[src/sv/skyglr_pkg.sv]
// Shared types, constants and fixed-point helpers for the sky gradient / sun glare block.
// No dependencies; imported by skyglr_sqrt, skyglr_div and sky_gradient_sun_glare_top.
`timescale 1ns / 1ps

package skyglr_pkg;

    localparam int DIR_BITS_DEF = 16;
    localparam int NORM_W       = 16;
    localparam int LEN_W        = 25;
    localparam int QUO_W        = 19;
    localparam int CFG_IDX_W    = 2;
    localparam int CFG_DATA_W   = 16;
    localparam int COLOR_W      = 16;
    localparam int PW_STAGES    = 14;

    typedef enum logic [CFG_IDX_W-1:0] {
        CFG_SUN_X = 2'd0,
        CFG_SUN_Y = 2'd1,
        CFG_SUN_Z = 2'd2
    } cfg_idx_t;

    localparam logic [16:0] ONE_Q16   = 17'd65536;
    localparam logic [15:0] SUN_Z_RST = 16'd16384;

    localparam logic [15:0] C_WHITE = 16'd8192;
    localparam logic [15:0] TOP_R   = 16'd1638;
    localparam logic [15:0] TOP_G   = 16'd3277;
    localparam logic [15:0] TOP_B   = 16'd6554;
    localparam logic [15:0] GLR_R   = 16'd40960;
    localparam logic [15:0] GLR_G   = 16'd32768;
    localparam logic [15:0] GLR_B   = 16'd16384;
    localparam logic [15:0] BLM_R   = 16'd4096;
    localparam logic [15:0] BLM_G   = 16'd2458;
    localparam logic [15:0] BLM_B   = 16'd819;

    typedef struct packed {
        logic [8:0][16:0] p;
        logic [16:0]      acc;
        logic [16:0]      bloom;
        logic [16:0]      t;
        logic             zero;
    } pw_t;

    typedef struct packed {
        logic [COLOR_W-1:0] red;
        logic [COLOR_W-1:0] green;
        logic [COLOR_W-1:0] blue;
        logic               zero;
    } pix_t;

    function automatic logic [16:0] qmul(input logic [16:0] a, input logic [16:0] b);
        logic [33:0] pr;
        pr = 34'(a) * 34'(b);
        return 17'((pr + 34'd32768) >> 16);
    endfunction

    // one squaring or chain multiply per stage; stage 4 also forms the bloom product
    function automatic pw_t pw_step(input int unsigned k, input pw_t s);
        pw_t o;
        o = s;
        case (k)
            1: o.p[1] = qmul(s.p[0], s.p[0]);
            2: o.p[2] = qmul(s.p[1], s.p[1]);
            3: o.p[3] = qmul(s.p[2], s.p[2]);
            4:
            begin
                o.p[4]  = qmul(s.p[3], s.p[3]);
                o.bloom = qmul(s.p[3], s.p[1]);
            end
            5: o.p[5] = qmul(s.p[4], s.p[4]);
            6: o.p[6] = qmul(s.p[5], s.p[5]);
            7: o.p[7] = qmul(s.p[6], s.p[6]);
            8: o.p[8] = qmul(s.p[7], s.p[7]);
            9: o.acc  = qmul(s.p[8], s.p[7]);
            10: o.acc = qmul(s.acc, s.p[6]);
            11: o.acc = qmul(s.acc, s.p[5]);
            12: o.acc = qmul(s.acc, s.p[4]);
            13: o.acc = qmul(s.acc, s.p[2]);
            default: o = s;
        endcase
        return o;
    endfunction

    function automatic logic [15:0] blend(input logic [15:0] top, input logic [16:0] t);
        logic [31:0] acc;
        acc = 32'(C_WHITE) * 32'(ONE_Q16 - t) + 32'(top) * 32'(t) + 32'd32768;
        return acc[31:16];
    endfunction

    function automatic logic [15:0] scale(input logic [15:0] coef, input logic [16:0] x);
        logic [32:0] pr;
        pr = 33'(coef) * 33'(x) + 33'd32768;
        return 16'(pr >> 16);
    endfunction

    function automatic logic [15:0] sat_sum(input logic [15:0] a, input logic [15:0] b,
                                            input logic [15:0] c);
        logic [17:0] s;
        s = 18'(a) + 18'(b) + 18'(c);
        return (s > 18'd65535) ? 16'hFFFF : s[15:0];
    endfunction

endpackage

[src/sv/skyglr_sqrt.sv]
// Pipelined integer square root, one result bit per stage.
// Depends on skyglr_pkg.
`timescale 1ns / 1ps

module skyglr_sqrt #(
    parameter int ROOT_W = skyglr_pkg::LEN_W
) (
    input  logic                  clk,
    input  logic                  en,
    input  logic [2*ROOT_W-1:0]   rad,
    output logic [ROOT_W-1:0]     root
);
    import skyglr_pkg::*;

    localparam int RW = ROOT_W + 2;

    logic [RW-1:0]       rem_reg  [ROOT_W];
    logic [ROOT_W-1:0]   q_reg    [ROOT_W];
    logic [2*ROOT_W-1:0] n_reg    [ROOT_W];
    logic [RW-1:0]       rem_next [ROOT_W];
    logic [ROOT_W-1:0]   q_next   [ROOT_W];
    logic [2*ROOT_W-1:0] n_next   [ROOT_W];

    always_comb
    begin
        logic [RW-1:0]       pr;
        logic [ROOT_W-1:0]   pq;
        logic [2*ROOT_W-1:0] pn;
        logic [RW-1:0]       cand;
        logic [RW-1:0]       trial;
        for (int s = 0; s < ROOT_W; s++)
        begin
            if (s == 0)
            begin
                pr = '0;
                pq = '0;
                pn = rad;
            end
            else
            begin
                pr = rem_reg[s-1];
                pq = q_reg[s-1];
                pn = n_reg[s-1];
            end
            cand      = {pr[RW-3:0], pn[2*ROOT_W-1 -: 2]};
            trial     = {pq, 2'b01};
            n_next[s] = pn << 2;
            if (cand >= trial)
            begin
                rem_next[s] = cand - trial;
                q_next[s]   = {pq[ROOT_W-2:0], 1'b1};
            end
            else
            begin
                rem_next[s] = cand;
                q_next[s]   = {pq[ROOT_W-2:0], 1'b0};
            end
        end
    end

    always_ff @(posedge clk)
    begin
        if (en)
        begin
            for (int s = 0; s < ROOT_W; s++)
            begin
                rem_reg[s] <= rem_next[s];
                q_reg[s]   <= q_next[s];
                n_reg[s]   <= n_next[s];
            end
        end
    end

    assign root = q_reg[ROOT_W-1];

endmodule

[config.mk]
export PLATFORM = sky130hd
export DESIGN_NAME = skyglr_sqrt
export DESIGN_NICKNAME = d
export VERILOG_FILES = /design/src/sv/skyglr_pkg.sv /design/src/sv/skyglr_sqrt.sv
export SDC_FILE = /design/constraint.sdc
export NUM_CORES = 2
export LEC_CHECK = 0
export ABC_AREA = 1
export BUFFER_PORTS_ARGS = -buffer_cell sky130_fd_sc_hd__buf_2
export CORE_AREA = 2 2 430 432
export CTS_CLUSTER_SIZE = 20
export DETAILED_ROUTE_END_ITERATION = 8
export DIE_AREA = 0 0 432 434
export PLACE_DENSITY = 0.61
export SLEW_MARGIN = 0
export SYNTH_ARGS = -nofsm -noshare
export SYNTH_HDL_FRONTEND = slang
export SYNTH_SLANG_ARGS = --single-unit
export TNS_END_PERCENT = 10
[constraint.sdc]
create_clock -name clk -period 2.7 [get_ports clk]
set_input_delay 0.405 -clock clk [delete_from_list [all_inputs] [get_ports clk]]
set_output_delay 0.405 -clock clk [all_outputs]
set_load 0.01 [all_outputs]
* Word level (Yosys, flattened, before mapping)
Memories as Yosys holds them, arrays and structs flattened. Index checks and enable logic that the tools add are counted.
Storage, ports and cells: bits in writable memories 2500, bits of input ports 52, flip-flop bits (word level) 0, memories kept 3, word-level logic and storage cells 105, output and inout bits 25
Memories:
- n_reg | words 25, bits a word 48, rd ports 24, clocked after memory_dff 0, wr ports 25, line skyglr_sqrt.sv:19 | logic [2*ROOT_W-1:0] n_reg [ROOT_W];
- rem_reg | words 25, bits a word 27, rd ports 24, clocked after memory_dff 0, wr ports 25, line skyglr_sqrt.sv:17 | logic [RW-1:0] rem_reg [ROOT_W];
- q_reg | words 25, bits a word 25, rd ports 25, clocked after memory_dff 0, wr ports 25, line skyglr_sqrt.sv:18 | logic [ROOT_W-1:0] q_reg [ROOT_W];
Operators by class: mux-type cells 52, magnitude comparators 25, $add $sub $neg 25
Operator list (number):
- 27-bit 2-to-1 mux | 25
- 27-bit >= comparator | 24
- 27-bit subtractor | 24
- 1-bit 2-to-1 mux | 27
- 2-bit by 1-bit subtractor with 3-bit output (second input constant) | 1
- 2-bit by 1-bit >= comparator with 1-bit output (second input constant) | 1

* Longest topological paths before layout
An unclocked memory read counts as a cell.
depth in word-level cells 3, depth in mapped cells 15, mapped depth without buffers 14

* Least setup slack after synthesis
OpenSTA, ideal clock, no wires.
kind reg2reg, from memory rem_reg[0][0] in the netlist's numbering, to memory rem_reg[0][44] in the netlist's numbering, data pin, arrival 1847 ps, period minus slack after synthesis 2116 ps, stages on the path, launching flop included 10, data required time 2430 ps, buffers on the path 2, setup slack 584 ps, library setup time 270 ps, path through edfxtp_1 > ha_1 > a21oi_1 > nand2_1 > nor2_1 > ha_1 > and2_1 > clkbuf_1 > clkbuf_1 > o21ai_0
RTL lines (line):
- start, declared | skyglr_sqrt.sv:17

==> results by group <==
Logic synthesis
  • Simple-gate share of the synthesized area: 0.256
  • Largest family of logic cells by synthesized area: simple AND/OR/NAND/NOR gates
  • #FFs+latches synth: around 1500
  • Synth Cell Area: approximately 80000 um^2
  • YS warnings: 0
  • Cells after Synth: 9388
  • Syn_nets: around 9800
  • Post-synth top cells: 3283 x nand2_1, 1661 x inv_1, 1492 x edfxtp_1
  • Post-Synth Adder-Cell Area: 0.0536
  • Share of the synthesized area in the top cell type: 0.547
  • Fraction of registers with async set/reset: 0
  • Complex-gate fraction of the synthesized area: 0.0353
  • Post-synthesis sequential area ratio: 0.547
  • Post-synthesis cell type count: 52
  • XOR/XNOR Fraction of Synth Area: 0.0230
  • Post-synth top area cell: edfxtp_1
  • Top cells by area, synth: edfxtp_1 55%, nand2_1 15%, inv_1 7.6%
  • Count leader, synth: nand2_1
  • Syn avg cell area: 8.72 um^2
  • Synth Flop Type: edfxtp_1
  • Post-synthesis mux area share: 0
  • Post-synth EDFFs: 1492

Drt
  • Initial DRC count: 4931
  • ANT nets after route: 0
  • DRT Pass-1 Iters: 7
  • Drt drc: 0
  • Post-DR vias/cell: ~5
  • Overall routed net length: ~210000 um
  • Vias post-DR: around 62000
  • Post-DR wirelength/cell: around 17 um

STA
  • Worst slew pin tran: 713 ps
  • RSZ-0062 raised after global routing: yes
  • Final setup TNS: 0 ps
  • Fin crit share: 0.957
  • Fin. max-slew vios: 0
  • Min cycle time layout: 2580 ps
  • Final Hold Vio Count: 0
  • Max frequency: 387 MHz
  • Layout Skew: 25.9 ps
  • Final setup fails: 0
  • Slew HR: 0.520

Die
  • Std-Cell Rows: 157
  • Die width: between 400 and 500 um
  • Ports: 77
  • Die H: approximately 430 um
  • Core footprint: 182000 um^2
  • Die Area: 187000 um^2
  • Starting Density: 0.449

Hold path
  • Hold path startpoint: rad[1]
  • Hold Path Depth: 2
  • Hold Path Class: input port to register
  • WHS Endpoint: n_reg[0][1]

Critical path
  • Setup crit start kind: register
  • CP Cell Sequence: inv_1 -> ha_1 -> nand2_1 -> nor2_1 -> inv_1 -> nor3_1 -> nand2_1 -> nand2_4 -> inv_4 -> nand2_1 -> nand2_1
  • Max FO, Critical Path: 24
  • Worst R2R Start: q_reg[1][114]
  • Crit Path Category: register to register
  • FF-to-FF setup slack: about 120 ps
  • Critical path data arrival time: 3130 ps
  • Slowest CP cell: edfxtp_1
  • Slowest stage delay, CP: about 540 ps
  • Worst Setup End Kind: register
  • Worst r2r path cells: 11
  • Worst EP required: approximately 3200 ps
  • Reg2reg end: rem_reg[2][153]
  • Worst path most repeated cell: nand2_1

Run
  • Max-Cap Viols: 0

CTS
  • CTS sink cnt: 1492
  • Clock transition at path regs: 60 ps
  • CTS Buf Count: 167
  • CTS Root Cell: clkbuf_16
  • CTS tree: built
  • Clock Path Buffers: 3
  • H-tree depth: 4
  • Clk_lat worst skew: 830 ps

Finish
  • Layout area overhead: 13.3%
  • Share of layout cells above drive strength 1: 0.0732
  • Nets: 10200
  • Fillcell total: 17100
  • Max FFs per register: 600

GRT
  • All-Layer GR Usage: 0.227
  • Vias in the first global route: 59100
  • Initial antenna violation count: 3
  • GRT overflow: 0
  • First-pass GRT wire length: 331000 um
  • Largest net degree at the start of global routing: 90

Power
  • Worst vdd ir: 0.000600 V
  • Design Power: 67900 uW
  • PwrDens: ~730 nW/um^2
  • Leakage power: 0.0428 uW

Place
  • HPWL after DPL: 165000 um
  • GPL Wtd Cong: 0.926
  • IO buf count: 76

Run status
  • Outcome: finished clean
-- layout by cell type, fill, tap and decap left out, types with 16 or more instances in the layout --
cell type	instances
a21oi_1	293
a21oi_2	30
and2_1	16
buf_12	40
buf_2	75
buf_4	194
clkbuf_1	27
clkbuf_16	168
clkinv_1	29
clkinv_2	33
dlygate4sd3_1	52
edfxtp_1	1492
ha_1	348
inv_1	1661
nand2_1	3283
nand2_2	18
nand3_1	534
nand3b_1	84
nand4_1	191
nor2_1	742
nor2_2	45
nor3_1	74
o21ai_0	140
o21ai_1	19
or2_2	16
xnor2_1	56
xor2_1	159
-- logic make-up (layout without fill, tap and decap cells) --
group / Yosys count / count (layout)
fa+ha+maj: 351 / 351
flops: 1492 / 1492
buf+inv: 1760 / 2345
xor+xnor: 215 / 215
other cells: 1 / 3
compound gates: 526 / 526
simple gates: 5043 / 5043
-- layout make-up --
| cell class | count | area [um^2] | area share |
|---|---|---|---|
| tap | 2385 | 2980 | 0.0322 |
| antenna | 2 | 5.00 | 0.0000539 |
| timing repair buffer | 361 | 3150 | 0.0340 |
| clock inverter | 110 | 1100 | 0.0118 |
| sequential | 1492 | 44800 | 0.483 |
| clock buffer | 195 | 4310 | 0.0464 |
| inverter | 1679 | 6310 | 0.0680 |
| multi-input combinational | 6136 | 30200 | 0.325 |
-- stage by stage --
step	instances	worst slack [ps]	instance area (um^2)	util	hold WS (ps)
after floorplan	9388	584	81900	-	400
after global placement	12000	63.7	86800	0.476	401
after detailed placement	12000	79.8	86800	0.476	405
after CTS	12300	70.1	92700	0.508	218
after global routing	12400	-50.1	92800	0.509	239
final	12400	116	92800	0.509	292
-- how the worst max path moves through the flow --
stage / cells after the start / from / slack [ps] / to
floorplan: 9 / rem_reg[0][0] / 580 / rem_reg[0][44]
global placement: 12 / q_reg[1][64] / 60 / rem_reg[2][96]
detailed placement: 12 / q_reg[1][64] / 80 / rem_reg[2][96]
CTS: 12 / q_reg[1][64] / 70 / rem_reg[2][96]
global route: 13 / q_reg[1][64] / -50 / rem_reg[2][97]
finish: 11 / q_reg[1][114] / 120 / rem_reg[2][153]
-- routing by layer --
layer  global-route usage  vias up  share of wire
met1                0.323    29000           0.47
met4               0.0671        4          0.027
met2                0.362     1464           0.45
li1                     -    31200              -
met5                    0        -        0.00012
met3               0.0301      339          0.048
-- worst max-delay path, delay by kind of cell (launching register included) --
family / cells / cell delay, ps
simple gates: 7 / 1100
fa+ha+maj: 1 / 360
buf+inv: 3 / 320
flops: 1 / 540
-- power by group --
part           internal, uW  switching [uW]
Clock                 12900            9580
Sequential            28700            1800
Combinational          5140            9850
Total                 46700           21200
-- what timing repair did --
action                                  CTS  global route
endpoints found under the hold margin    52             0
hold buffers                             52             0
buffers inserted                          0             9
endpoints found under the setup margin    0            69
resized for setup                         0            10
Power figures use the tool's default switching activity.
