--- src/sv/skyglr_pkg.sv ---
// Shared types, constants and fixed-point helpers for the sky gradient / sun glare block.
// No dependencies; imported by skyglr_sqrt, skyglr_div and sky_gradient_sun_glare_top.
`timescale 1ns / 1ps

package skyglr_pkg;

    localparam int DIR_BITS_DEF = 16;
    localparam int NORM_W       = 16;
    localparam int LEN_W        = 25;
    localparam int QUO_W        = 19;
    localparam int CFG_IDX_W    = 2;
    localparam int CFG_DATA_W   = 16;
    localparam int COLOR_W      = 16;
    localparam int PW_STAGES    = 14;

    typedef enum logic [CFG_IDX_W-1:0] {
        CFG_SUN_X = 2'd0,
        CFG_SUN_Y = 2'd1,
        CFG_SUN_Z = 2'd2
    } cfg_idx_t;

    localparam logic [16:0] ONE_Q16   = 17'd65536;
    localparam logic [15:0] SUN_Z_RST = 16'd16384;

    localparam logic [15:0] C_WHITE = 16'd8192;
    localparam logic [15:0] TOP_R   = 16'd1638;
    localparam logic [15:0] TOP_G   = 16'd3277;
    localparam logic [15:0] TOP_B   = 16'd6554;
    localparam logic [15:0] GLR_R   = 16'd40960;
    localparam logic [15:0] GLR_G   = 16'd32768;
    localparam logic [15:0] GLR_B   = 16'd16384;
    localparam logic [15:0] BLM_R   = 16'd4096;
    localparam logic [15:0] BLM_G   = 16'd2458;
    localparam logic [15:0] BLM_B   = 16'd819;

    typedef struct packed {
        logic [8:0][16:0] p;
        logic [16:0]      acc;
        logic [16:0]      bloom;
        logic [16:0]      t;
        logic             zero;
    } pw_t;

    typedef struct packed {
        logic [COLOR_W-1:0] red;
        logic [COLOR_W-1:0] green;
        logic [COLOR_W-1:0] blue;
        logic               zero;
    } pix_t;

    function automatic logic [16:0] qmul(input logic [16:0] a, input logic [16:0] b);
        logic [33:0] pr;
        pr = 34'(a) * 34'(b);
        return 17'((pr + 34'd32768) >> 16);
    endfunction

    // one squaring or chain multiply per stage; stage 4 also forms the bloom product
    function automatic pw_t pw_step(input int unsigned k, input pw_t s);
        pw_t o;
        o = s;
        case (k)
            1: o.p[1] = qmul(s.p[0], s.p[0]);
            2: o.p[2] = qmul(s.p[1], s.p[1]);
            3: o.p[3] = qmul(s.p[2], s.p[2]);
            4:
            begin
                o.p[4]  = qmul(s.p[3], s.p[3]);
                o.bloom = qmul(s.p[3], s.p[1]);
            end
            5: o.p[5] = qmul(s.p[4], s.p[4]);
            6: o.p[6] = qmul(s.p[5], s.p[5]);
            7: o.p[7] = qmul(s.p[6], s.p[6]);
            8: o.p[8] = qmul(s.p[7], s.p[7]);
            9: o.acc  = qmul(s.p[8], s.p[7]);
            10: o.acc = qmul(s.acc, s.p[6]);
            11: o.acc = qmul(s.acc, s.p[5]);
            12: o.acc = qmul(s.acc, s.p[4]);
            13: o.acc = qmul(s.acc, s.p[2]);
            default: o = s;
        endcase
        return o;
    endfunction

    function automatic logic [15:0] blend(input logic [15:0] top, input logic [16:0] t);
        logic [31:0] acc;
        acc = 32'(C_WHITE) * 32'(ONE_Q16 - t) + 32'(top) * 32'(t) + 32'd32768;
        return acc[31:16];
    endfunction

    function automatic logic [15:0] scale(input logic [15:0] coef, input logic [16:0] x);
        logic [32:0] pr;
        pr = 33'(coef) * 33'(x) + 33'd32768;
        return 16'(pr >> 16);
    endfunction

    function automatic logic [15:0] sat_sum(input logic [15:0] a, input logic [15:0] b,
                                            input logic [15:0] c);
        logic [17:0] s;
        s = 18'(a) + 18'(b) + 18'(c);
        return (s > 18'd65535) ? 16'hFFFF : s[15:0];
    endfunction

endpackage

--- src/sv/skyglr_div.sv ---
// Pipelined restoring divider, one quotient bit per stage; quotient must fit QUO_W bits.
// Depends on skyglr_pkg.
`timescale 1ns / 1ps

module skyglr_div #(
    parameter int DEN_W = skyglr_pkg::LEN_W,
    parameter int QUO_W = skyglr_pkg::QUO_W
) (
    input  logic                     clk,
    input  logic                     en,
    input  logic [DEN_W+QUO_W-1:0]   num,
    input  logic [DEN_W-1:0]         den,
    output logic [QUO_W-1:0]         quo
);
    import skyglr_pkg::*;

    localparam int NW = DEN_W + QUO_W;

    logic [NW-1:0]    r_reg  [QUO_W];
    logic [DEN_W-1:0] d_reg  [QUO_W];
    logic [QUO_W-1:0] q_reg  [QUO_W];
    logic [NW-1:0]    r_next [QUO_W];
    logic [QUO_W-1:0] q_next [QUO_W];

    always_comb
    begin
        logic [NW-1:0]    pr;
        logic [DEN_W-1:0] pd;
        logic [QUO_W-1:0] pq;
        logic [NW-1:0]    ds;
        for (int s = 0; s < QUO_W; s++)
        begin
            if (s == 0)
            begin
                pr = num;
                pd = den;
                pq = '0;
            end
            else
            begin
                pr = r_reg[s-1];
                pd = d_reg[s-1];
                pq = q_reg[s-1];
            end
            ds = NW'(pd) << (QUO_W - 1 - s);
            if (pr >= ds)
            begin
                r_next[s] = pr - ds;
                q_next[s] = {pq[QUO_W-2:0], 1'b1};
            end
            else
            begin
                r_next[s] = pr;
                q_next[s] = {pq[QUO_W-2:0], 1'b0};
            end
        end
    end

    always_ff @(posedge clk)
    begin
        if (en)
        begin
            for (int s = 0; s < QUO_W; s++)
            begin
                r_reg[s] <= r_next[s];
                q_reg[s] <= q_next[s];
                d_reg[s] <= (s == 0) ? den : d_reg[(s == 0) ? 0 : s-1];
            end
        end
    end

    assign quo = q_reg[QUO_W-1];

endmodule

--- config.mk ---
export PLATFORM = sky130hd
export DESIGN_NAME = skyglr_div
export DESIGN_NICKNAME = d
export VERILOG_FILES = /design/src/sv/skyglr_pkg.sv /design/src/sv/skyglr_div.sv
export SDC_FILE = /design/constraint.sdc
export NUM_CORES = 2
export LEC_CHECK = 0
export BUFFER_PORTS_ARGS = -buffer_cell sky130_fd_sc_hd__buf_2
export CAP_MARGIN = 5
export CORE_ASPECT_RATIO = 1.75
export CORE_MARGIN = 2
export CORE_UTILIZATION = 29
export DETAILED_ROUTE_END_ITERATION = 12
export MAX_ROUTING_LAYER = met4
export PLACE_DENSITY = 0.47
export SLEW_MARGIN = 40
export SYNTH_ARGS = -nofsm -noshare
export SYNTH_HDL_FRONTEND = slang
export SYNTH_SLANG_ARGS = --single-unit
--- constraint.sdc ---
create_clock -name clk -period 4.8 [get_ports clk]
set_clock_uncertainty 0.05 [all_clocks]
set_input_delay 0.24 -clock clk [delete_from_list [all_inputs] [get_ports clk]]
set_output_delay 0.24 -clock clk [all_outputs]
set_load 0.05 [all_outputs]
## After elaboration in Yosys (flattened, before gate mapping)

Memories as Yosys holds them, arrays and structs flattened.
Cells that the tools add are included.

| storage, ports and cells | value |
|---|---|
| memory bits (writable) | 1672 |
| memories | 3 |
| logic and storage cells | 81 |
| input bits | 71 |
| output and inout port bits | 19 |
| flip-flop bits (word level) | 0 |

Memory list:

| memory | depth | width | read ports | clocked after memory_dff | write ports | RTL line | RTL |
|---|---|---|---|---|---|---|---|
| r_reg | 19 | 44 | 18 | 0 | 19 | skyglr_div.sv:19 | `logic [NW-1:0] r_reg [QUO_W];` |
| d_reg | 19 | 25 | 18 | 0 | 19 | skyglr_div.sv:20 | `logic [DEN_W-1:0] d_reg [QUO_W];` |
| q_reg | 19 | 19 | 19 | 0 | 19 | skyglr_div.sv:21 | `logic [QUO_W-1:0] q_reg [QUO_W];` |

| cells by class | value |
|---|---|
| add/sub/neg operators | 19 |
| order comparisons | 19 |
| muxes and demuxes | 40 |

Operator list:

| cell | count |
|---|---|
| 44-bit 2-to-1 mux | 19 |
| 44-bit by 25-bit greater-or-equal comparator with 1-bit output | 1 |
| 44-bit by 26-bit greater-or-equal comparator with 1-bit output | 1 |
| 44-bit by 27-bit greater-or-equal comparator with 1-bit output | 1 |
| 44-bit by 28-bit greater-or-equal comparator with 1-bit output | 1 |
| 44-bit by 29-bit greater-or-equal comparator with 1-bit output | 1 |
| 44-bit by 30-bit greater-or-equal comparator with 1-bit output | 1 |
| 44-bit by 31-bit greater-or-equal comparator with 1-bit output | 1 |
| 44-bit by 32-bit greater-or-equal comparator with 1-bit output | 1 |
| 44-bit by 33-bit greater-or-equal comparator with 1-bit output | 1 |
| 44-bit by 34-bit greater-or-equal comparator with 1-bit output | 1 |
| 44-bit by 35-bit greater-or-equal comparator with 1-bit output | 1 |
| 44-bit by 36-bit greater-or-equal comparator with 1-bit output | 1 |
| 44-bit by 37-bit greater-or-equal comparator with 1-bit output | 1 |
| 44-bit by 38-bit greater-or-equal comparator with 1-bit output | 1 |
| 44-bit by 39-bit greater-or-equal comparator with 1-bit output | 1 |
| 44-bit by 40-bit greater-or-equal comparator with 1-bit output | 1 |
| 44-bit by 41-bit greater-or-equal comparator with 1-bit output | 1 |
| 44-bit by 42-bit greater-or-equal comparator with 1-bit output | 1 |
| 44-bit by 43-bit greater-or-equal comparator with 1-bit output | 1 |
| 44-bit by 25-bit subtractor with 44-bit output | 1 |
| 44-bit by 26-bit subtractor with 44-bit output | 1 |
| 44-bit by 27-bit subtractor with 44-bit output | 1 |
| 44-bit by 28-bit subtractor with 44-bit output | 1 |
| other kinds (16) | 36 |

## Logic depth before layout (Yosys ltp)

An unclocked memory read counts as a cell.

| depth | value |
|---|---|
| depth after elaboration | 3 |
| mapped depth | 15 |
| mapped depth without buffers | 14 |

## Worst setup path before layout

Ideal clock, no wire load.

| timing | value |
|---|---|
| path kind | register to register |
| start point | memory r_reg[15][2] in the netlist's numbering |
| end point | memory r_reg[16][3] in the netlist's numbering, data pin |
| required time | 4.490 ns |
| data arrival time | 3.220 ns |
| buffers on the path | 1 |
| library setup time | 0.260 ns |
| path slack | 1.270 ns |
| stages on the path, launching flop included | 14 |
| clock period less this slack | 3.530 ns |
| cells stage by stage | edfxtp_1 inv_1 ha_1 inv_1 fa_1 a211oi_1 o21ai_0 a211o_1 a211o_1 a21oi_1 nor3b_1 nor3_1 clkbuf_1 mux2_2 |

RTL lines:

| item | RTL line |
|---|---|
| start: declaration | skyglr_div.sv:19 |

==> run metrics <==
Sink Count=~1,400; WL final=203,000 um; IO Pins=90; Sw Share=~36%; Clock Power Share=23.9%; Post-DRT Antenna Nets=0; Netlist cell types=slightly below 90; Root Driver=clkbuf_16; Mean Syn Cell Area=between 10 and 15 um2; commonest cells in the synthesized netlist=edfxtp_1, inv_1, nand2_1, a21oi_1, ha_1; WP depth=10; FMAX=between 200 and 250 MHz; Setup crit start kind=flop; Buffers on Ports=between 80 and 90; leakage=around 34 nW; slew margin rel.=36.5%; largest cells by area after synthesis=edfxtp_1, ha_1, a21oi_1, xnor2_1, inv_1; CTS clock-pin slew for the worst setup and hold paths=around 0.060 ns; # fillers=approximately 26,000; count leader, synth=edfxtp_1; Yosys reg bits=around 1,400; Core ar.=about 260,000 um2; routability cong.=approximately 0.95; Hold Slack=approximately 0.091 ns; Req. time, crit path=5.30 ns; Crit-path slowest cell=or4_4; Cell Pwr Density=between 500 and 600 nW/um2; Synth area leader=edfxtp_1; # DRC=0; TritonCTS clock tree=yes; Mapped Nets=about 7,300; largest net degree at the start of global routing=approximately 150; Area growth, synth to finish=15.4%; H-tree depth=4; die area=approximately 270,000 um2; vias per cell=~4.8; vias=52,000; setup tns final=0 ns; Max FO, Critical Path=13; share of Yosys cell area claimed by the top area cell type=~56%; Cells after Synth=6,730; hold buffer count at CTS=73; initial antenna violation count=2; min cycle time layout=around 4.4 ns; Seq pwr share=between 30% and 40%; max reg flops=about 800; Worst Setup SP=r_reg[16][31]; post-synthesis instance area=a little under 80,000 um2; Worst EP arrival=roughly 4.9 ns; worst IR drop on VDD=roughly 270 uV; CTS-repair resized insts=0; asr flop ratio synth=0%; DPL Wire Length=159,000 um; fin. max-slew vios=0; critical path endpoint=r_reg[17][36]; number of global-route vias before repair=approximately 56,000; CTS Buf Count=between 150 and 200; Worst R2R Path Depth=10; MaxCap Viol Count=0; final cycle utilization of the critical path=91.5%; share of post-route cells with drive strength above 1=under 10%; GRT Overall Usage=between 10% and 20%; Net Sw Power=about 18 mW; Rows=250; register-to-register path setup slack=between 0.4 and 0.5 ns; actual slew at the worst max-slew pin=roughly 0.95 ns; Ys Warns=0; WS Path Type=flop to flop; combinational power share=between 30% and 40%; wire per inst=about 19 um; Final #Nets=7,647; # Post-CTS Setup Buffers=0; Worst Path Buf+Inv=1; # setup viols final=0; Die X=around 390 um; Worst R2R Start=r_reg[16][31]; RR Endpoint=r_reg[17][36]; number of enable flip-flop cells after synthesis=1,432; initial DRC count=1,996; register area share after synthesis=between 50 and 60%; Initial Utilization=29.1%; Crit path largest cell delay=0.60 ns; Internal=between 30 and 40 mW; Crit. End Element=flop; worst skew pair latency=0.82 ns; Pre-antenna DRT Iters=7; worst-path cell chain=or4_4 > or4b_4 > or4_1 > a211oi_1 > o21ai_1 > a31oi_1 > and2_4 > inv_2 > and3_1 > a22o_1; global-route wire length before repair=309,000 um; Clock Path Buffers=4; Die H=about 700 um; RSZ-0062 raised after global routing=false; total gr overflow=0; Hold WC Path Type=primary input to flop; end-of-flow core utilization=roughly 34%; Main synth FF type=edfxtp_1; status=finished clean; delay-heaviest family, CP=simple AND/OR/NAND/NOR gates; final hold vios=0
## metrics by stage
step	instance area [um2]	cells	setup slack, ns	power [mW]
floorplan	77100	6730	1.27	32.9
CTS	89000	10700	0.405	52.0
detailed placement	83100	10400	0.399	39.2
finish	89000	10700	0.409	51.4
global route	89000	10700	0.318	54.8
global placement	83000	10400	0.466	39.0
## kinds of logic after synthesis
| family | Yosys count | synth area share [%] |
|---|---|---|
| AND/OR/NAND/NOR | 1763 | 11.2 |
| AO/OA/AOI/OAI | 1683 | 13.8 |
| flip-flops | 1432 | 55.8 |
| buffers and inverters | 744 | 3.67 |
| XOR/XNOR | 506 | 5.75 |
| adder cells (fa/ha/maj) | 493 | 8.18 |
| multiplexers | 109 | 1.58 |
## metal layers
layer	vias to the layer above	global-route usage (%)	share of wire, %
met2	954	33.2	62
met3	694	1.70	2.4
met5	-	-	0
met1	24700	9.96	27
li1	25700	-	-
met4	0	11.5	8.7
## layout by cell type (no fill, tap or decap), types with 59 or more instances in the layout
cell type,synthesis,routed
dlygate4sd3_1,0,73
nor3_1,127,125
nand2b_1,64,63
edfxtp_1,1432,1432
ha_1,475,475
xor2_1,241,241
xnor2_1,265,265
buf_4,0,138
clkbuf_16,0,171
a21oi_1,491,490
or3_1,59,59
nand3_1,112,112
mux2_2,101,101
nor4_1,73,65
nand4_1,92,92
o21a_1,83,83
nand2_1,515,515
nor2b_1,71,71
a21o_1,206,206
buf_2,18,88
o21ai_0,401,400
inv_1,599,599
o31ai_1,66,65
nor2_1,418,417
## layout make-up
type / instances / area [um2] / area share (%)
multi-input combinational: 4554 / 31400 / 35.3
clock buffer: 199 / 4380 / 4.93
timing repair buffer: 325 / 2710 / 3.05
clock inverter: 83 / 779 / 0.876
sequential: 1432 / 43000 / 48.3
tap: 3528 / 4410 / 4.96
antenna: 1 / 2.50 / 0.00281
inverter: 605 / 2270 / 2.55
## worst min path at each step
| stage | startpoint | end | cells after the start |
|---|---|---|---|
| 2_1_floorplan | den[0] | d_reg[0][0] | 0 |
| 3_3_place_gp | q_reg[12][4] | q_reg[13][5] | 0 |
| 3_5_place_dp | q_reg[4][4] | q_reg[5][5] | 0 |
| 4_1_cts | den[2] | d_reg[0][2] | 2 |
| 5_1_grt | num[16] | r_reg[0][16] | 2 |
| 6_report | num[17] | r_reg[0][17] | 2 |
## power groups by stage
| stage | registers [mW] | clock network (mW) | logic, mW |
|---|---|---|---|
| 6_report | 19.2 | 12.3 | 19.9 |
| 3_3_place_gp | 19.5 | 0 | 19.5 |
| 5_1_grt | 19.6 | 13.3 | 22.0 |
| 3_5_place_dp | 19.5 | 0 | 19.8 |
| 2_1_floorplan | 18.9 | 0 | 14.1 |
| 4_1_cts | 19.2 | 12.8 | 19.9 |
Note: power is estimated with default switching activity, not from simulation.
